--- src/jsu_pkg.sv ---
// ----------------------------------------------------------------------------
// jsu_pkg: shared types and constants for the JSON string unescaper
// Phase codes, result kinds, the queued result record and the UTF-8 encoder.
// ----------------------------------------------------------------------------
package jsu_pkg;

    // decoder phase
    typedef enum logic [3:0] {
        PH_OPEN  = 4'd0,
        PH_BODY  = 4'd1,
        PH_ESC   = 4'd2,
        PH_HEX1  = 4'd3,
        PH_BSL   = 4'd4,
        PH_LOWU  = 4'd5,
        PH_HEX2  = 4'd6,
        PH_DONE  = 4'd7,
        PH_ERROR = 4'd8
    } t_phase;

    // result kind
    typedef enum logic [1:0] {
        K_BYTE     = 2'd0,
        K_COMPLETE = 2'd1,
        K_ILLEGAL  = 2'd2,
        K_UNCLOSED = 2'd3
    } t_kind;

    // results caused by one input item: one to four, byte 0 first
    typedef struct packed {
        t_kind           kind;
        logic [1:0]      last_idx;
        logic [3:0][7:0] bytes;
    } t_rec;

    // characters of interest
    localparam logic [7:0] CH_QUOTE  = 8'h22;
    localparam logic [7:0] CH_BSLASH = 8'h5C;
    localparam logic [7:0] CH_SLASH  = 8'h2F;
    localparam logic [7:0] CH_TAB    = 8'h09;
    localparam logic [7:0] CH_LF     = 8'h0A;
    localparam logic [7:0] CH_FF     = 8'h0C;
    localparam logic [7:0] CH_BS     = 8'h08;
    localparam logic [7:0] CH_CR     = 8'h0D;
    localparam logic [7:0] CH_N      = 8'h6E;
    localparam logic [7:0] CH_R      = 8'h72;
    localparam logic [7:0] CH_T      = 8'h74;
    localparam logic [7:0] CH_F      = 8'h66;
    localparam logic [7:0] CH_B      = 8'h62;
    localparam logic [7:0] CH_LO_U   = 8'h75;
    localparam logic [7:0] CH_UP_U   = 8'h55;

    // surrogate ranges and code point limits
    localparam logic [15:0] SURR_HIGH_MIN = 16'hD800;
    localparam logic [15:0] SURR_LOW_MIN  = 16'hDC00;
    localparam logic [15:0] SURR_MAX      = 16'hDFFF;
    localparam logic [20:0] SUPP_BASE     = 21'h10000;
    localparam logic [20:0] CP_MAX1       = 21'h7F;
    localparam logic [20:0] CP_MAX2       = 21'h7FF;
    localparam logic [20:0] CP_MAX3       = 21'hFFFF;

    // utf-8 lead and continuation bytes
    localparam logic [7:0] UTF8_LEAD2 = 8'hC0;
    localparam logic [7:0] UTF8_LEAD3 = 8'hE0;
    localparam logic [7:0] UTF8_LEAD4 = 8'hF0;
    localparam logic [7:0] UTF8_CONT  = 8'h80;
    localparam logic [7:0] UTF8_MASK6 = 8'h3F;

    // single result record
    function automatic t_rec mk_rec(t_kind kind, logic [7:0] b);
        t_rec r;
        r.kind     = kind;
        r.last_idx = 2'd0;
        r.bytes    = '0;
        r.bytes[0] = (kind == K_BYTE) ? b : 8'h00;
        return r;
    endfunction

    // hex digit value, bit 4 set for a non-hex character
    function automatic logic [4:0] hex_value(logic [7:0] c);
        logic [4:0] v;
        v = 5'h10;
        if (c >= 8'h30 && c <= 8'h39) v = {1'b0, c[3:0]};
        else if ((c >= 8'h41 && c <= 8'h46) || (c >= 8'h61 && c <= 8'h66))
            v = {1'b0, c[3:0] + 4'd9};
        return v;
    endfunction

    // utf-8 encoding of one code point into a record of one to four bytes
    function automatic t_rec utf8_rec(logic [20:0] cp);
        t_rec r;
        r.kind  = K_BYTE;
        r.bytes = '0;
        if (cp <= CP_MAX1) begin
            r.last_idx = 2'd0;
            r.bytes[0] = cp[7:0];
        end else if (cp <= CP_MAX2) begin
            r.last_idx = 2'd1;
            r.bytes[0] = UTF8_LEAD2 | {3'b000, cp[10:6]};
            r.bytes[1] = UTF8_CONT | ({2'b00, cp[5:0]} & UTF8_MASK6);
        end else if (cp <= CP_MAX3) begin
            r.last_idx = 2'd2;
            r.bytes[0] = UTF8_LEAD3 | {4'b0000, cp[15:12]};
            r.bytes[1] = UTF8_CONT | ({2'b00, cp[11:6]} & UTF8_MASK6);
            r.bytes[2] = UTF8_CONT | ({2'b00, cp[5:0]} & UTF8_MASK6);
        end else begin
            r.last_idx = 2'd3;
            r.bytes[0] = UTF8_LEAD4 | {5'b00000, cp[20:18]};
            r.bytes[1] = UTF8_CONT | ({2'b00, cp[17:12]} & UTF8_MASK6);
            r.bytes[2] = UTF8_CONT | ({2'b00, cp[11:6]} & UTF8_MASK6);
            r.bytes[3] = UTF8_CONT | ({2'b00, cp[5:0]} & UTF8_MASK6);
        end
        return r;
    endfunction

endpackage

--- src/jsu_if.sv ---
// ----------------------------------------------------------------------------
// jsu_if: stream interfaces of the JSON string unescaper
// Input channel carries raw text bytes, output channel carries results.
// ----------------------------------------------------------------------------
interface jsu_in_if;
    logic       valid;
    logic       ready;
    logic [7:0] text_byte;
    logic       end_of_data;

    modport source (output valid, output text_byte, output end_of_data, input ready);
    modport sink   (input valid, input text_byte, input end_of_data, output ready);
endinterface

interface jsu_out_if;
    logic       valid;
    logic       ready;
    logic [1:0] kind;
    logic [7:0] data_byte;
    logic       last;

    modport source (output valid, output kind, output data_byte, output last, input ready);
    modport sink   (input valid, input kind, input data_byte, input last, output ready);
endinterface

--- src/json_string_unescape_utf8.sv ---
// ----------------------------------------------------------------------------
// json_string_unescape_utf8: JSON string literal unescaper with UTF-8 output
// Decodes escapes and \u sequences of one quoted string into result items.
// ----------------------------------------------------------------------------
//   channel  dir  payload                         accepted when
//   i_in     in   text_byte, end_of_data          valid && ready
//   o_out    out  kind, data_byte, last           valid && ready
//
// One text item is taken every cycle while the record queue has room.
// Each item causes zero to four results; the emitter sends one result a
// cycle when ready, so items expanding to several bytes set the output rate.
// Synchronous active-low reset returns to awaiting the opening quote.
// Output stalls back up into the queue and then drop input ready.
// ----------------------------------------------------------------------------
module json_string_unescape_utf8 #(
    parameter int QUEUE_DEPTH = 4
) (
    input  logic      i_clk,
    input  logic      i_rst_n,
    jsu_in_if.sink    i_in,
    jsu_out_if.source o_out
);

    logic          push, full, pop, empty;
    jsu_pkg::t_rec push_rec, head_rec;

    jsu_front u_front (
        .i_clk   (i_clk),
        .i_rst_n (i_rst_n),
        .i_in    (i_in),
        .i_full  (full),
        .o_push  (push),
        .o_rec   (push_rec)
    );

    jsu_queue #(
        .DEPTH (QUEUE_DEPTH)
    ) u_queue (
        .i_clk   (i_clk),
        .i_rst_n (i_rst_n),
        .i_push  (push),
        .i_rec   (push_rec),
        .o_full  (full),
        .i_pop   (pop),
        .o_empty (empty),
        .o_head  (head_rec)
    );

    jsu_back u_back (
        .i_clk   (i_clk),
        .i_rst_n (i_rst_n),
        .i_empty (empty),
        .i_head  (head_rec),
        .o_pop   (pop),
        .o_out   (o_out)
    );

endmodule

--- src/jsu_front.sv ---
// ----------------------------------------------------------------------------
// jsu_front: escape decoder
// Accepts one text item a cycle while the queue has room, tracks the escape
// phase and pushes one record per item that causes results.
// ----------------------------------------------------------------------------
module jsu_front (
    input  logic          i_clk,
    input  logic          i_rst_n,
    jsu_in_if.sink        i_in,
    input  logic          i_full,
    output logic          o_push,
    output jsu_pkg::t_rec o_rec
);

    jsu_pkg::t_phase r_phase, n_phase;
    logic [15:0]     r_acc, n_acc;
    logic [1:0]      r_cnt, n_cnt;
    logic [9:0]      r_hs, n_hs;

    logic        accept;
    logic [7:0]  c;
    logic [4:0]  hv;
    logic [15:0] cp16;
    logic [20:0] cp_pair;

    assign i_in.ready = !i_full;
    assign accept     = i_in.valid && i_in.ready;
    assign c          = i_in.text_byte;
    assign hv         = jsu_pkg::hex_value(c);
    assign cp16       = {r_acc[11:0], hv[3:0]};
    assign cp_pair    = jsu_pkg::SUPP_BASE + {1'b0, r_hs, 10'b0}
                      + {11'b0, cp16[9:0]};

    // phase register
    always_ff @(posedge i_clk) begin
        if (!i_rst_n) begin
            r_phase <= jsu_pkg::PH_OPEN;
            r_cnt   <= 2'd0;
        end else begin
            r_phase <= n_phase;
            r_cnt   <= n_cnt;
        end
    end

    // hex digits and surrogate half
    always_ff @(posedge i_clk) begin
        if (!i_rst_n) begin
            r_acc <= 16'h0000;
            r_hs  <= 10'h000;
        end else begin
            r_acc <= n_acc;
            r_hs  <= n_hs;
        end
    end

    // next phase and record to queue
    always_comb begin
        n_phase = r_phase;
        n_acc   = r_acc;
        n_cnt   = r_cnt;
        n_hs    = r_hs;
        o_push  = 1'b0;
        o_rec   = jsu_pkg::mk_rec(jsu_pkg::K_BYTE, 8'h00);
        if (accept) begin
            if (i_in.end_of_data) begin
                n_phase = jsu_pkg::PH_OPEN;
                n_acc   = 16'h0000;
                n_cnt   = 2'd0;
                n_hs    = 10'h000;
                case (r_phase)
                    jsu_pkg::PH_OPEN, jsu_pkg::PH_BODY, jsu_pkg::PH_ESC: begin
                        o_push = 1'b1;
                        o_rec  = jsu_pkg::mk_rec(jsu_pkg::K_UNCLOSED, 8'h00);
                    end
                    jsu_pkg::PH_HEX1, jsu_pkg::PH_BSL, jsu_pkg::PH_LOWU,
                    jsu_pkg::PH_HEX2: begin
                        o_push = 1'b1;
                        o_rec  = jsu_pkg::mk_rec(jsu_pkg::K_ILLEGAL, 8'h00);
                    end
                    default: begin
                    end
                endcase
            end else begin
                case (r_phase)
                    jsu_pkg::PH_OPEN: n_phase = jsu_pkg::PH_BODY;
                    jsu_pkg::PH_BODY: begin
                        case (c)
                            jsu_pkg::CH_QUOTE: begin
                                o_push  = 1'b1;
                                o_rec   = jsu_pkg::mk_rec(jsu_pkg::K_COMPLETE, 8'h00);
                                n_phase = jsu_pkg::PH_DONE;
                            end
                            jsu_pkg::CH_TAB, jsu_pkg::CH_LF, jsu_pkg::CH_FF,
                            jsu_pkg::CH_BS, jsu_pkg::CH_CR: begin
                                o_push  = 1'b1;
                                o_rec   = jsu_pkg::mk_rec(jsu_pkg::K_ILLEGAL, 8'h00);
                                n_phase = jsu_pkg::PH_ERROR;
                            end
                            jsu_pkg::CH_BSLASH: n_phase = jsu_pkg::PH_ESC;
                            default: begin
                                o_push = 1'b1;
                                o_rec  = jsu_pkg::mk_rec(jsu_pkg::K_BYTE, c);
                            end
                        endcase
                    end
                    jsu_pkg::PH_ESC: begin
                        n_phase = jsu_pkg::PH_BODY;
                        o_push  = 1'b1;
                        case (c)
                            jsu_pkg::CH_QUOTE, jsu_pkg::CH_BSLASH, jsu_pkg::CH_SLASH:
                                o_rec = jsu_pkg::mk_rec(jsu_pkg::K_BYTE, c);
                            jsu_pkg::CH_N: o_rec = jsu_pkg::mk_rec(jsu_pkg::K_BYTE, jsu_pkg::CH_LF);
                            jsu_pkg::CH_R: o_rec = jsu_pkg::mk_rec(jsu_pkg::K_BYTE, jsu_pkg::CH_CR);
                            jsu_pkg::CH_T: o_rec = jsu_pkg::mk_rec(jsu_pkg::K_BYTE, jsu_pkg::CH_TAB);
                            jsu_pkg::CH_F: o_rec = jsu_pkg::mk_rec(jsu_pkg::K_BYTE, jsu_pkg::CH_FF);
                            jsu_pkg::CH_B: o_rec = jsu_pkg::mk_rec(jsu_pkg::K_BYTE, jsu_pkg::CH_BS);
                            jsu_pkg::CH_LO_U, jsu_pkg::CH_UP_U: begin
                                o_push  = 1'b0;
                                n_phase = jsu_pkg::PH_HEX1;
                                n_acc   = 16'h0000;
                                n_cnt   = 2'd0;
                            end
                            default: begin
                                o_rec   = jsu_pkg::mk_rec(jsu_pkg::K_ILLEGAL, 8'h00);
                                n_phase = jsu_pkg::PH_ERROR;
                            end
                        endcase
                    end
                    jsu_pkg::PH_HEX1, jsu_pkg::PH_HEX2: begin
                        if (hv[4]) begin
                            o_push  = 1'b1;
                            o_rec   = jsu_pkg::mk_rec(jsu_pkg::K_ILLEGAL, 8'h00);
                            n_phase = jsu_pkg::PH_ERROR;
                        end else begin
                            n_acc = cp16;
                            if (r_cnt != 2'd3) begin
                                n_cnt = r_cnt + 2'd1;
                            end else begin
                                n_cnt = 2'd0;
                                if (r_phase == jsu_pkg::PH_HEX1) begin
                                    if (cp16 >= jsu_pkg::SURR_HIGH_MIN
                                            && cp16 <= jsu_pkg::SURR_MAX) begin
                                        if (cp16 >= jsu_pkg::SURR_LOW_MIN) begin
                                            o_push  = 1'b1;
                                            o_rec   = jsu_pkg::mk_rec(jsu_pkg::K_ILLEGAL, 8'h00);
                                            n_phase = jsu_pkg::PH_ERROR;
                                        end else begin
                                            n_hs    = cp16[9:0];
                                            n_phase = jsu_pkg::PH_BSL;
                                        end
                                    end else begin
                                        o_push  = 1'b1;
                                        o_rec   = jsu_pkg::utf8_rec({5'b00000, cp16});
                                        n_phase = jsu_pkg::PH_BODY;
                                    end
                                end else begin
                                    o_push = 1'b1;
                                    if (cp16 < jsu_pkg::SURR_LOW_MIN
                                            || cp16 > jsu_pkg::SURR_MAX) begin
                                        o_rec   = jsu_pkg::mk_rec(jsu_pkg::K_ILLEGAL, 8'h00);
                                        n_phase = jsu_pkg::PH_ERROR;
                                    end else begin
                                        o_rec   = jsu_pkg::utf8_rec(cp_pair);
                                        n_phase = jsu_pkg::PH_BODY;
                                    end
                                end
                            end
                        end
                    end
                    jsu_pkg::PH_BSL: begin
                        if (c == jsu_pkg::CH_BSLASH) begin
                            n_phase = jsu_pkg::PH_LOWU;
                        end else begin
                            o_push  = 1'b1;
                            o_rec   = jsu_pkg::mk_rec(jsu_pkg::K_ILLEGAL, 8'h00);
                            n_phase = jsu_pkg::PH_ERROR;
                        end
                    end
                    jsu_pkg::PH_LOWU: begin
                        if (c == jsu_pkg::CH_LO_U) begin
                            n_phase = jsu_pkg::PH_HEX2;
                            n_acc   = 16'h0000;
                            n_cnt   = 2'd0;
                        end else begin
                            o_push  = 1'b1;
                            o_rec   = jsu_pkg::mk_rec(jsu_pkg::K_ILLEGAL, 8'h00);
                            n_phase = jsu_pkg::PH_ERROR;
                        end
                    end
                    jsu_pkg::PH_DONE, jsu_pkg::PH_ERROR: begin
                    end
                    default: n_phase = jsu_pkg::PH_ERROR;
                endcase
            end
        end
    end

    // a status record always carries a single result
    assert property (@(posedge i_clk) disable iff (!i_rst_n)
        o_push && o_rec.kind != jsu_pkg::K_BYTE |-> o_rec.last_idx == 2'd0)
        else $error("status record with more than one result");

    // no result is caused before the opening quote except by end of data
    assert property (@(posedge i_clk) disable iff (!i_rst_n)
        o_push && r_phase == jsu_pkg::PH_OPEN |-> i_in.end_of_data)
        else $error("result pushed for the opening quote");

endmodule

--- src/jsu_queue.sv ---
// ----------------------------------------------------------------------------
// jsu_queue: record queue between decoder and result emitter
// Small register fifo, one push and one pop a cycle.
// ----------------------------------------------------------------------------
module jsu_queue #(
    parameter int DEPTH = 4
) (
    input  logic          i_clk,
    input  logic          i_rst_n,
    input  logic          i_push,
    input  jsu_pkg::t_rec i_rec,
    output logic          o_full,
    input  logic          i_pop,
    output logic          o_empty,
    output jsu_pkg::t_rec o_head
);

    localparam int PW = (DEPTH > 1) ? $clog2(DEPTH) : 1;
    localparam int CW = $clog2(DEPTH + 1);

    jsu_pkg::t_rec r_mem [DEPTH];
    logic [PW-1:0] r_wptr, r_rptr;
    logic [CW-1:0] r_count;

    assign o_full  = (r_count == CW'(DEPTH));
    assign o_empty = (r_count == '0);
    assign o_head  = r_mem[r_rptr];

    // storage
    always_ff @(posedge i_clk) begin
        if (i_push) r_mem[r_wptr] <= i_rec;
    end

    // pointers and fill level
    always_ff @(posedge i_clk) begin
        if (!i_rst_n) begin
            r_wptr  <= '0;
            r_rptr  <= '0;
            r_count <= '0;
        end else begin
            if (i_push)
                r_wptr <= (r_wptr == PW'(DEPTH - 1)) ? '0 : r_wptr + PW'(1);
            if (i_pop)
                r_rptr <= (r_rptr == PW'(DEPTH - 1)) ? '0 : r_rptr + PW'(1);
            if (i_push && !i_pop)
                r_count <= r_count + CW'(1);
            else if (!i_push && i_pop)
                r_count <= r_count - CW'(1);
        end
    end

    // no overflow or underflow
    assert property (@(posedge i_clk) disable iff (!i_rst_n) o_full |-> !i_push)
        else $error("push into full queue");
    assert property (@(posedge i_clk) disable iff (!i_rst_n) o_empty |-> !i_pop)
        else $error("pop from empty queue");

endmodule

--- src/jsu_back.sv ---
// ----------------------------------------------------------------------------
// jsu_back: result emitter
// Walks the head record bytes, one result a cycle when ready, marks the last.
// ----------------------------------------------------------------------------
module jsu_back (
    input  logic          i_clk,
    input  logic          i_rst_n,
    input  logic          i_empty,
    input  jsu_pkg::t_rec i_head,
    output logic          o_pop,
    jsu_out_if.source     o_out
);

    logic [1:0] r_idx;
    logic       fire;
    logic       at_last;

    assign at_last         = (r_idx == i_head.last_idx);
    assign fire            = o_out.valid && o_out.ready;
    assign o_pop           = fire && at_last;
    assign o_out.valid     = !i_empty;
    assign o_out.kind      = i_head.kind;
    assign o_out.data_byte = i_head.bytes[r_idx];
    assign o_out.last      = at_last;

    // byte position within the head record
    always_ff @(posedge i_clk) begin
        if (!i_rst_n) begin
            r_idx <= 2'd0;
        end else if (fire) begin
            r_idx <= at_last ? 2'd0 : r_idx + 2'd1;
        end
    end

    // position never runs past the record's last byte
    assert property (@(posedge i_clk) disable iff (!i_rst_n)
        !i_empty |-> r_idx <= i_head.last_idx)
        else $error("byte position beyond record");

endmodule
--- src/flat_wrapper.sv ---
// flat-port wrapper written by rule: the top's interface ports become plain ports
module json_string_unescape_utf8_flat 
#(
    parameter int QUEUE_DEPTH = 4
)
  (i_clk, i_rst_n, i_in_valid, i_in_text_byte, i_in_end_of_data, i_in_ready, o_out_valid, o_out_kind, o_out_data_byte, o_out_last, o_out_ready);
  jsu_in_if i_in_i ();
  jsu_out_if o_out_i ();
  input  logic i_clk;
  input  logic i_rst_n;
  input wire logic [$bits(i_in_i.valid)-1:0] i_in_valid;
  input wire logic [$bits(i_in_i.text_byte)-1:0] i_in_text_byte;
  input wire logic [$bits(i_in_i.end_of_data)-1:0] i_in_end_of_data;
  output wire logic [$bits(i_in_i.ready)-1:0] i_in_ready;
  output wire logic [$bits(o_out_i.valid)-1:0] o_out_valid;
  output wire logic [$bits(o_out_i.kind)-1:0] o_out_kind;
  output wire logic [$bits(o_out_i.data_byte)-1:0] o_out_data_byte;
  output wire logic [$bits(o_out_i.last)-1:0] o_out_last;
  input wire logic [$bits(o_out_i.ready)-1:0] o_out_ready;
  assign i_in_i.valid = i_in_valid;
  assign i_in_i.text_byte = i_in_text_byte;
  assign i_in_i.end_of_data = i_in_end_of_data;
  assign i_in_ready = i_in_i.ready;
  assign o_out_valid = o_out_i.valid;
  assign o_out_kind = o_out_i.kind;
  assign o_out_data_byte = o_out_i.data_byte;
  assign o_out_last = o_out_i.last;
  assign o_out_i.ready = o_out_ready;
  json_string_unescape_utf8 #(.QUEUE_DEPTH(QUEUE_DEPTH)) u_core (.i_clk(i_clk), .i_rst_n(i_rst_n), .i_in(i_in_i), .o_out(o_out_i));
endmodule
--- config.mk ---
export PLATFORM = sky130hd
export DESIGN_NAME = json_string_unescape_utf8_flat
export DESIGN_NICKNAME = d
export VERILOG_FILES = /design/src/jsu_pkg.sv /design/src/jsu_if.sv /design/src/json_string_unescape_utf8.sv /design/src/jsu_front.sv /design/src/jsu_queue.sv /design/src/jsu_back.sv /design/src/flat_wrapper.sv
export SDC_FILE = /design/constraint.sdc
export NUM_CORES = 1
export LEC_CHECK = 0
export BUFFER_PORTS_ARGS = -buffer_cell sky130_fd_sc_hd__buf_4
export CAP_MARGIN = 20
export CORE_UTILIZATION = 45
export DETAILED_ROUTE_END_ITERATION = 10
export HOLD_SLACK_MARGIN = 0.05
export PLACE_DENSITY_LB_ADDON = 0.12
export SYNTH_ARGS = -nofsm -noshare
export SYNTH_HDL_FRONTEND = slang
export SYNTH_SLANG_ARGS = --single-unit
--- constraint.sdc ---
create_clock -name i_clk -period 4.6 [get_ports i_clk]
set_clock_uncertainty 0.1 [all_clocks]
set_input_delay 1.38 -clock i_clk [delete_from_list [all_inputs] [get_ports i_clk]]
set_output_delay 1.38 -clock i_clk [all_outputs]
set_load 0.01 [all_outputs]
## Yosys cells after proc, flatten, opt, wreduce, memory -nomap -nowiden

Memory sizes are Yosys's and may differ from the RTL's. A register that Yosys moved wholly into a read port is not among the register bits.
Cells that the tools add are included.

- Word-level logic and storage cells: 191
- Output and inout bits: 13
- Memories: 1
- Input bits: 13
- Bits in registers: 37
- RAM bits: 144

Memories:

| name | depth | bits a word | rd ports | clocked after Yosys merged registers in | wr ports | RTL line | text |
|---|---|---|---|---|---|---|---|
| u_core.u_queue.r_mem | 4 | 36 | 1 | 1 | 1 | jsu_queue.sv:21 | `jsu_pkg::t_rec r_mem [DEPTH];` |

- Mux-type cells: 84
- Add/subtract/negate cells: 9
- Reduce and logical (&&, ||, !) cells: 35
- $lt $le $gt $ge: 17
- Equality and inequality tests: 37

Operators by type and width:

| operator | number |
|---|---|
| 36-bit 2-to-1 mux | 10 |
| 36-bit one-hot mux with 7 select lines | 1 |
| 36-bit one-hot mux with 5 select lines | 1 |
| 36-bit one-hot mux with 3 select lines | 1 |
| 36-bit one-hot mux with 2 select lines | 1 |
| 10-bit 2-to-1 mux | 7 |
| 8-bit by 7-bit == test with 1-bit output (second input constant) | 8 |
| 12-bit 2-to-1 mux | 4 |
| 16-bit 2-to-1 mux | 3 |
| 8-bit by 4-bit == test with 1-bit output (second input constant) | 5 |
| 8-bit 2-to-1 mux | 5 |
| 4-bit 2-to-1 mux | 9 |
| 12-bit one-hot mux with 3 select lines | 1 |
| 16-bit >= comparator (second input constant) | 2 |
| 2-bit 2-to-1 mux | 14 |
| 4-bit one-hot mux with 7 select lines | 1 |
| 24-bit 2-to-1 mux | 1 |
| 22-bit 2-to-1 mux | 1 |
| 17-bit by 20-bit adder with 21-bit output (first input constant) | 1 |
| 21-bit by 10-bit adder with 21-bit output | 1 |
| 21-bit by 11-bit <= comparator with 1-bit output (second input constant) | 1 |
| 21-bit by 16-bit <= comparator with 1-bit output (second input constant) | 1 |
| 21-bit by 7-bit <= comparator with 1-bit output (second input constant) | 1 |
| 8-bit binary-select mux with 2-bit select | 1 |
| 50 further kinds | 101 |

## Depth between registers and ports, before layout

Gate-level depths: netlist of the first run.

- Word-level depth: 18
- Gate-level depth with buffers: 15

## Modules after synthesis

A second synthesis of the first run with hierarchy kept.

- Cell total of the unflattened synthesis: 741
- Area total of the unflattened synthesis: 9,334.0 um^2

By module, submodules not included:

| module | instances | area each (um^2) | cells each |
|---|---|---|---|
| jsu_queue | 1 | 5,706.7 | 232 |
| jsu_front | 1 | 3,268.1 | 482 |
| jsu_back | 1 | 359.1 | 27 |

## Least setup slack after synthesis of the first run

OpenSTA, ideal clock, no wires.

- Path type: input to register
- Start: input port i_in_text_byte[1]
- End: register u_core.u_queue.r_count[2]
- Arrival time: 4.519 ns
- Data required time: 4.424 ns
- Cell stages on the path: 15
- Path slack: -0.094 ns
- Cells stage by stage: clkbuf_1 inv_1 ha_1 or3b_2 nand4_1 a22oi_1 o21ai_0 nand2b_1 a31oi_1 ha_1 inv_1 fa_1 xor2_1 or3_1 a21boi_0

- Longest elaborated chain between the ends: 17
- Elaborated cells between the ends (all ways): 37

RTL lines:

| element | RTL line | text |
|---|---|---|
| start: declaration | flat_wrapper.sv:12 | `input wire logic [$bits(i_in_i.text_byte)-1:0] i_in_text_byte;` |
| 8-bit by 7-bit >= comparator with 1-bit output or 8-bit by 7-bit <= comparator with 1-bit output (tied branches) | jsu_pkg.sv:83 | `else if ((c >= 8'h41 && c <= 8'h46) \|\| (c >= 8'h61 && c <= 8'h66))` |
| 1-bit logical AND | jsu_pkg.sv:83 |  |
| 1-bit logical OR | jsu_pkg.sv:83 |  |
| 5-bit 2-to-1 mux | jsu_pkg.sv:83 |  |
| 5-bit 2-to-1 mux | jsu_pkg.sv:82 | `if (c >= 8'h30 && c <= 8'h39) v = {1'b0, c[3:0]};` |
| 16-bit >= comparator (tied with other cells) | jsu_front.sv:143 | `if (cp16 >= jsu_pkg::SURR_LOW_MIN) begin` |
| 1-bit 2-to-1 mux or 1-bit logical AND (tied branches) | jsu_front.sv:143, jsu_front.sv:142 |  |
| 1-bit 2-to-1 mux | jsu_front.sv:141 | `if (cp16 >= jsu_pkg::SURR_HIGH_MIN` |
| [2 not listed] | n/a |  |
| 1-bit 2-to-1 mux | jsu_front.sv:130 | `if (hv[4]) begin` |
| 1-bit one-hot mux with 4 select lines (*) | jsu_front.sv:84 | `case (r_phase)` |
| 1-bit 2-to-1 mux (*) | jsu_front.sv:65 | `if (i_in.end_of_data) begin` |
| 1-bit 2-to-1 mux (*) | jsu_front.sv:64 | `if (accept) begin` |
| via u_core.push | json_string_unescape_utf8.sv:24 | `logic push, full, pop, empty;` |
| 1-bit zero test | jsu_queue.sv:47 | `else if (!i_push && i_pop)` |
| 1-bit logical AND | jsu_queue.sv:47 |  |
| 2-bit nonzero test (no line) | n/a |  |
| end signal: assignment | jsu_queue.sv:46 | `r_count <= r_count + CW'(1);` |
| end signal: assignment | jsu_queue.sv:48 | `r_count <= r_count - CW'(1);` |
| end: declaration | jsu_queue.sv:23 | `logic [CW-1:0] r_count;` |

The timed path passes the listed nets; every way through them passes the cells marked *.
A chain may end at the register's enable or synchronous reset.

==> impl_metrics.toml, run 1 <==
[synthesis]
synth_compound_area_share_pct = 11.8
synth_mux_area_share_pct = 13.0
yosysWarnings = 0
seq_area_frac_synth_pct = 53.8
synthAdderAreaFrac_pct = 2.13
syn_inst = 711
synth_area_mm2 = 0.00859
synth_top_area_cell = "edfxtp_1"
ys_types = 73
synthXorXnorAreaFrac_pct = 0.714
avgSynthCellArea_um2 = 12.1
synth_top_family_by_area = "simple AND/OR/NAND/NOR gates"
yosys.area.top_type_share_pct = 44.8
yosys-top-cells-count = "edfxtp_1, nand2_1, nor2_1, dfxtp_1, mux4_2"
synthSimpleGateAreaFrac_pct = 15.5
netlist_top_cells_area = "edfxtp_1, mux4_2, dfxtp_1, mux2i_1, nand2_1"
synth_ff_type = "edfxtp_1"
yosysMostFrequentCell = "edfxtp_1"
synth-seq-cells = 167
async_flop_share_pct = 0
synth_edf_count = 128
synth_nets = 738

[timing]
period_share_pct = 89.5
setup_tns_ps = 0
worstMarginPinSlew_ps = 1110
rsz0062_at_grt = "false"
max_freq_mhz = 243
final_hold_viol_count = 0
max_slew_margin_pct = 25.5
drv_slew = 0
final-setup-viol-count = 0
finalCriticalPeriod_ps = 4120

[floorplanning]
placementRows = 50
initial_core_util_pct = 45.9
coreArea_mm2 = 0.0187
die_area_mm2 = 0.0196
die-height_um = 140
die_width_um = 140
io_pins = 26

[final_layout]
num-nets-final = 775
n_fill_cell = 1596
utilization_pct = 52.7
fin_cells = 995
drive_above_1_share_pct = 21.0
diodes = 0
syn_to_final_growth_pct = 14.7

[placement]
gp_congestion = 0.900
place_inst = 963
portBuffers = 25
dpl.hpwl_mm = 15.0

[clock_network]
hold_buffers = 0
clk_latency_ps = 430
clockBufferDepth = 2
clock_sinks = 167
cts_resized = 0
htree_levels = 4
postCtsSetupRepairBufs = 0
clkTransAtPathRegs_ps = 60
numCtsBuffers = 17
cts_root_buf = "clkbuf_16"
cts_tree = "yes"

[setup_path]
r2r_slack_ps = 1300
worstReg2RegStart = "u_core.u_front.r_phase[0]"
path_cells = "buf_4, inv_1, ha_1, or3b_2, and4_1, a32oi_1, or4_4, mux2_4, o41a_1, a2111oi_2"
cp-endpoint = "u_core.u_queue.r_mem[3][16]"
crit_path_start = "i_in_text_byte[0]"
path_max_fanout = 8
crit_path_end_kind = "flip-flop"
rr_endpoint = "u_core.u_queue.r_mem[0][13]"
worstSetupPathType = "in2reg"
cpPeakStageDelay_ps = 510
arrival_ps = 4180
crit_path_top_delay_cell = "or3b_2"
startpoint_type = "input port"
cp_data_required_time_ps = 4660
r2r_cells = 8

[global_routing]
grt_pass1_vias = 6039
grt_util_all_layers_pct = 23.3
antenna_found_initial = 0
grt_max_degree = 39
overflow = 0
grt_first_pass_wirelength_mm = 34.3

[flow_run]
maxCapViolCount = 0

[power]
vdd_drop_max_mv = 0.265
power.density_mw_per_mm2 = 407
p_leak_nw = 3.29

[route]
wl_per_cell_um = 21.8
drc_errors = 0
wl_mm = 21.7
drtIter0Drc = 453
num_vias = 6097
routed_via_density = 6.13
first_pass_iters = 5
postRouteAntennaNets = 0

[run_status]
status = "completed"

[worst_hold_path]
min_path_type = "reg2reg"
==> flip-flops by register name, indices dropped and copies added (netlist names), named ones only <==
signal,flops
u_core.u_back.r_idx,2
u_core.u_front.r_hs,10
u_core.u_front.r_cnt,2
u_core.u_queue.r_wptr,2
u_core.u_queue.r_mem,128
u_core.u_front.r_phase,4
u_core.u_queue.r_rptr,2
u_core.u_front.r_acc,12
u_core.u_queue.r_count,3
==> area by class of cell <==
type,instances,area (um2),share of cell area [%]
inverter,17,63.8,0.648
sequential,167,4630,47.0
tap,234,293,2.97
clock buffer,17,425,4.32
clock inverter,15,174,1.77
multi-input combinational,479,3710,37.7
timing repair buffer,66,558,5.67
==> kinds of logic (layout without fill, tap and decap cells) <==
logic type	count (synthesis)	count (layout)
AOI/OAI and AO/OA	148	148
xor gates and xnor gates	7	7
adders and majority gates	14	14
buffers and inverters	65	115
DFF	167	167
muxes	63	63
and+or+nand+nor	247	247
==> per-stage QoR <==
stage | hold slack [ps] | worst slack, ps | cell area (um2) | total power (W)
after floorplan | 368 | 0.113 | 8590 | 0.00234
after global placement | 385 | 127 | 9250 | 0.00262
after detailed placement | 412 | 72.9 | 9250 | 0.00263
after CTS | 425 | 519 | 9850 | 0.00406
after global routing | 469 | 255 | 9850 | 0.00419
final | 430 | 483 | 9850 | 0.00401
==> cell usage in the layout, fill, tap and decap left out, types with 5 or more instances in the layout <==
master / count
nor3_1: 16
buf_4: 61
dfxtp_1: 38
nor3b_1: 10
mux2i_1: 20
o31ai_1: 6
o21ai_0: 21
mux4_2: 38
ha_1: 13
nor2_1: 41
clkbuf_16: 17
nor2b_1: 29
o22ai_1: 7
nand2_1: 52
inv_1: 17
edfxtp_1: 128
xor2_1: 6
and3_1: 7
a21oi_1: 35
a21boi_0: 14
and2_1: 15
buf_12: 5
nand3_1: 30
a31oi_1: 7
a21o_1: 5
a22oi_1: 10
nand4_1: 6
or3_1: 5
inv_8: 6
nand2b_1: 8
==> critical path: cells and delay by family <==
kind                       cells  cell delay (ps)
AOI/OAI and AO/OA              3             1110
adders and majority gates      1              200
buffers and inverters          2              220
muxes                          1              340
and+or+nand+nor                3              930
==> power breakdown <==
part           total [W]  switching, W  internal, W  leakage, nW
combinational   0.000772      0.000386     0.000386         1.59
clock            0.00143      0.000647     0.000779        0.293
sequential       0.00181     0.0000790      0.00173         1.41
==> how the worst min path moves through the flow <==
stage                                   startpoint                 endpoint  slack [ps]  cells past startpoint
after floorplan            u_core.u_front.r_acc[8]  u_core.u_front.r_acc[8]         370                      2
after global placement    u_core.u_queue.r_rptr[0]                flip-flop         380                      2
after detailed placement  u_core.u_queue.r_rptr[0]                flip-flop         410                      2
after CTS                  u_core.u_front.r_acc[8]  u_core.u_front.r_acc[8]         430                      2
after global routing      u_core.u_queue.r_rptr[0]                flip-flop         470                      2
final                     u_core.u_queue.r_rptr[0]                flip-flop         430                      2
==> layer usage <==
layer / part of all wire [%] / global-route usage (%) / vias to the layer above
met5: 0 / 0 / -
met4: 1.8 / 8.10 / 0
met3: 4.1 / 4.03 / 28
met2: 50 / 38.9 / 199
met1: 45 / 30.8 / 3054
li1: - / - / 2816
(Power assumes the default switching activity.)
==> run 2, diff against run 1 <==
--- a/config.mk
+++ b/config.mk
@@ -10,7 +10,7 @@
 export CORE_UTILIZATION = 45
 export DETAILED_ROUTE_END_ITERATION = 10
 export HOLD_SLACK_MARGIN = 0.05
-export PLACE_DENSITY_LB_ADDON = 0.12
+export PLACE_DENSITY = 0.59
 export SYNTH_ARGS = -nofsm -noshare
 export SYNTH_HDL_FRONTEND = slang
 export SYNTH_SLANG_ARGS = --single-unit
==> run 2 against run 1 <==
Net effect:
- critical path type unchanged
- register-to-register slack hardly changed
- combinational power barely moved
- highest routed layer unchanged
- setup slack improved by 4.2 ps
==> impl_metrics.toml, run 2 (synthesis results as in run 1) <==
[setup_path]
startpoint_type = "input port"
path_max_fanout = 9
arrival_ps = 4180
crit_path_end_kind = "flip-flop"
worstSetupPathType = "in2reg"
worstReg2RegStart = "u_core.u_front.r_phase[2]"
cp_data_required_time_ps = 4670
crit_path_start = "i_in_text_byte[0]"

[worst_hold_path]
min_path_type = "reg2reg"
min_from = "u_core.u_queue.r_rptr[0]"

[floorplanning]
die_area_mm2 = 0.0196
initial_core_util_pct = 45.9
io_pins = 26
die_width_um = 140
die-height_um = 140
coreArea_mm2 = 0.0187
placementRows = 50

[route]
first_pass_iters = 6
drtIter0Drc = 514
postRouteAntennaNets = 0
routed_via_density = 6.13
wl_mm = 21.0
wl_per_cell_um = 21.2
num_vias = 6078
drc_errors = 0

[final_layout]
final_cell_area_mm2 = 0.00977
layout_commonest_cell = "edfxtp_1"
num-nets-final = 771
diodes = 0
n_fill_cell = 1582
largestRegisters = "u_core.u_queue.r_mem: 128 flops, u_core.u_front.r_acc: 12 flops, u_core.u_front.r_hs: 10 flops"
mostFrequentLayoutCells = "edfxtp_1, buf_4, nand2_1"
top_register = "u_core.u_queue.r_mem"
largest_reg_flops = 128
utilization_pct = 52.2
drive_above_1_share_pct = 20.3
syn_to_final_growth_pct = 13.7

[global_routing]
grt_max_degree = 39
grt_util_all_layers_pct = 22.5
grt_first_pass_wirelength_mm = 33.5
overflow = 0
antenna_found_initial = 0
grt_pass1_vias = 6032

[clock_network]
hold_buffers = 0
cts_tree = "yes"
clockBufferDepth = 2
clkTransAtPathRegs_ps = 60
htree_levels = 4
cts_root_buf = "clkbuf_16"
clock_sinks = 167
numCtsBuffers = 17
clk_latency_ps = 430
postCtsSetupRepairBufs = 0
cts_resized = 0

[run_status]
status = "completed"

[timing]
final-setup-viol-count = 0
finalCriticalPeriod_ps = 4110
max_slew_margin_pct = 41.1
drv_slew = 0
max_freq_mhz = 243
period_share_pct = 89.4
worstMarginPinSlew_ps = 883
rsz0062_at_grt = "false"
setup_tns_ps = 0
final_hold_viol_count = 0

[placement]
dpl.hpwl_mm = 14.5
portBuffers = 25
dpl_cell_area_mm2 = 0.00922
gp_congestion = 0.956

[power]
p_leak_nw = 3.22
vdd_drop_max_mv = 0.246
power.density_mw_per_mm2 = 398

[flow_run]
maxCapViolCount = 0
## run 2: cell type report
cell class	instances	area, um2	area share, %
flip-flops and latches	167	4630	47.4
multi-input cells	479	3710	38.0
repair buffers	62	528	5.41
clock buffers	19	433	4.43
well taps	234	293	3.00
clock inverters	13	114	1.17
inverters	17	63.8	0.653
## run 2: per-layer routing
| layer | GRT usage (%) | vias up | wire length (um) |
|---|---|---|---|
| li1 | - | 2801 | - |
| met1 | 30.5 | 3042 | 9670 |
| met2 | 36.4 | 199 | 10100 |
| met3 | 4.17 | 36 | 967 |
| met4 | 7.75 | 0 | 312 |
| met5 | 0 | - | 0 |
## run 2: final timing paths
check / end / slack [ps] / cells past startpoint
worst max-delay path: u_core.u_queue.r_mem[2][16] / 490 / 10
worst min register to register: flip-flop / 410 / 2
worst max register to register: u_core.u_queue.r_count[2] / 1300 / 13
worst min-delay path: flip-flop / 410 / 2
## run 2: critical path, cell delays in order
cell and delay, ps:
buf_4 120, inv_1 100, ha_1 220, or3b_2 510, and4_1 240, a32oi_1 210, or4_4 180, mux2_4 340
o41a_1 410, a2111oi_2 470
## run 2: report_power, final
part	internal [W]	switching, W
combinational	0.000387	0.000383
sequential	0.00173	0.0000791
clock	0.000704	0.000596
total	0.00283	0.00106
## run 2: stage by stage
step	cells	worst slack, ps	hold WS, ps	total power, W
floorplan	711	0.113	368	0.00234
detailed placement	959	35.1	409	0.00263
global route	991	339	455	0.00407
global placement	959	198	385	0.00261
finish	991	487	415	0.00388
CTS	991	491	416	0.00393
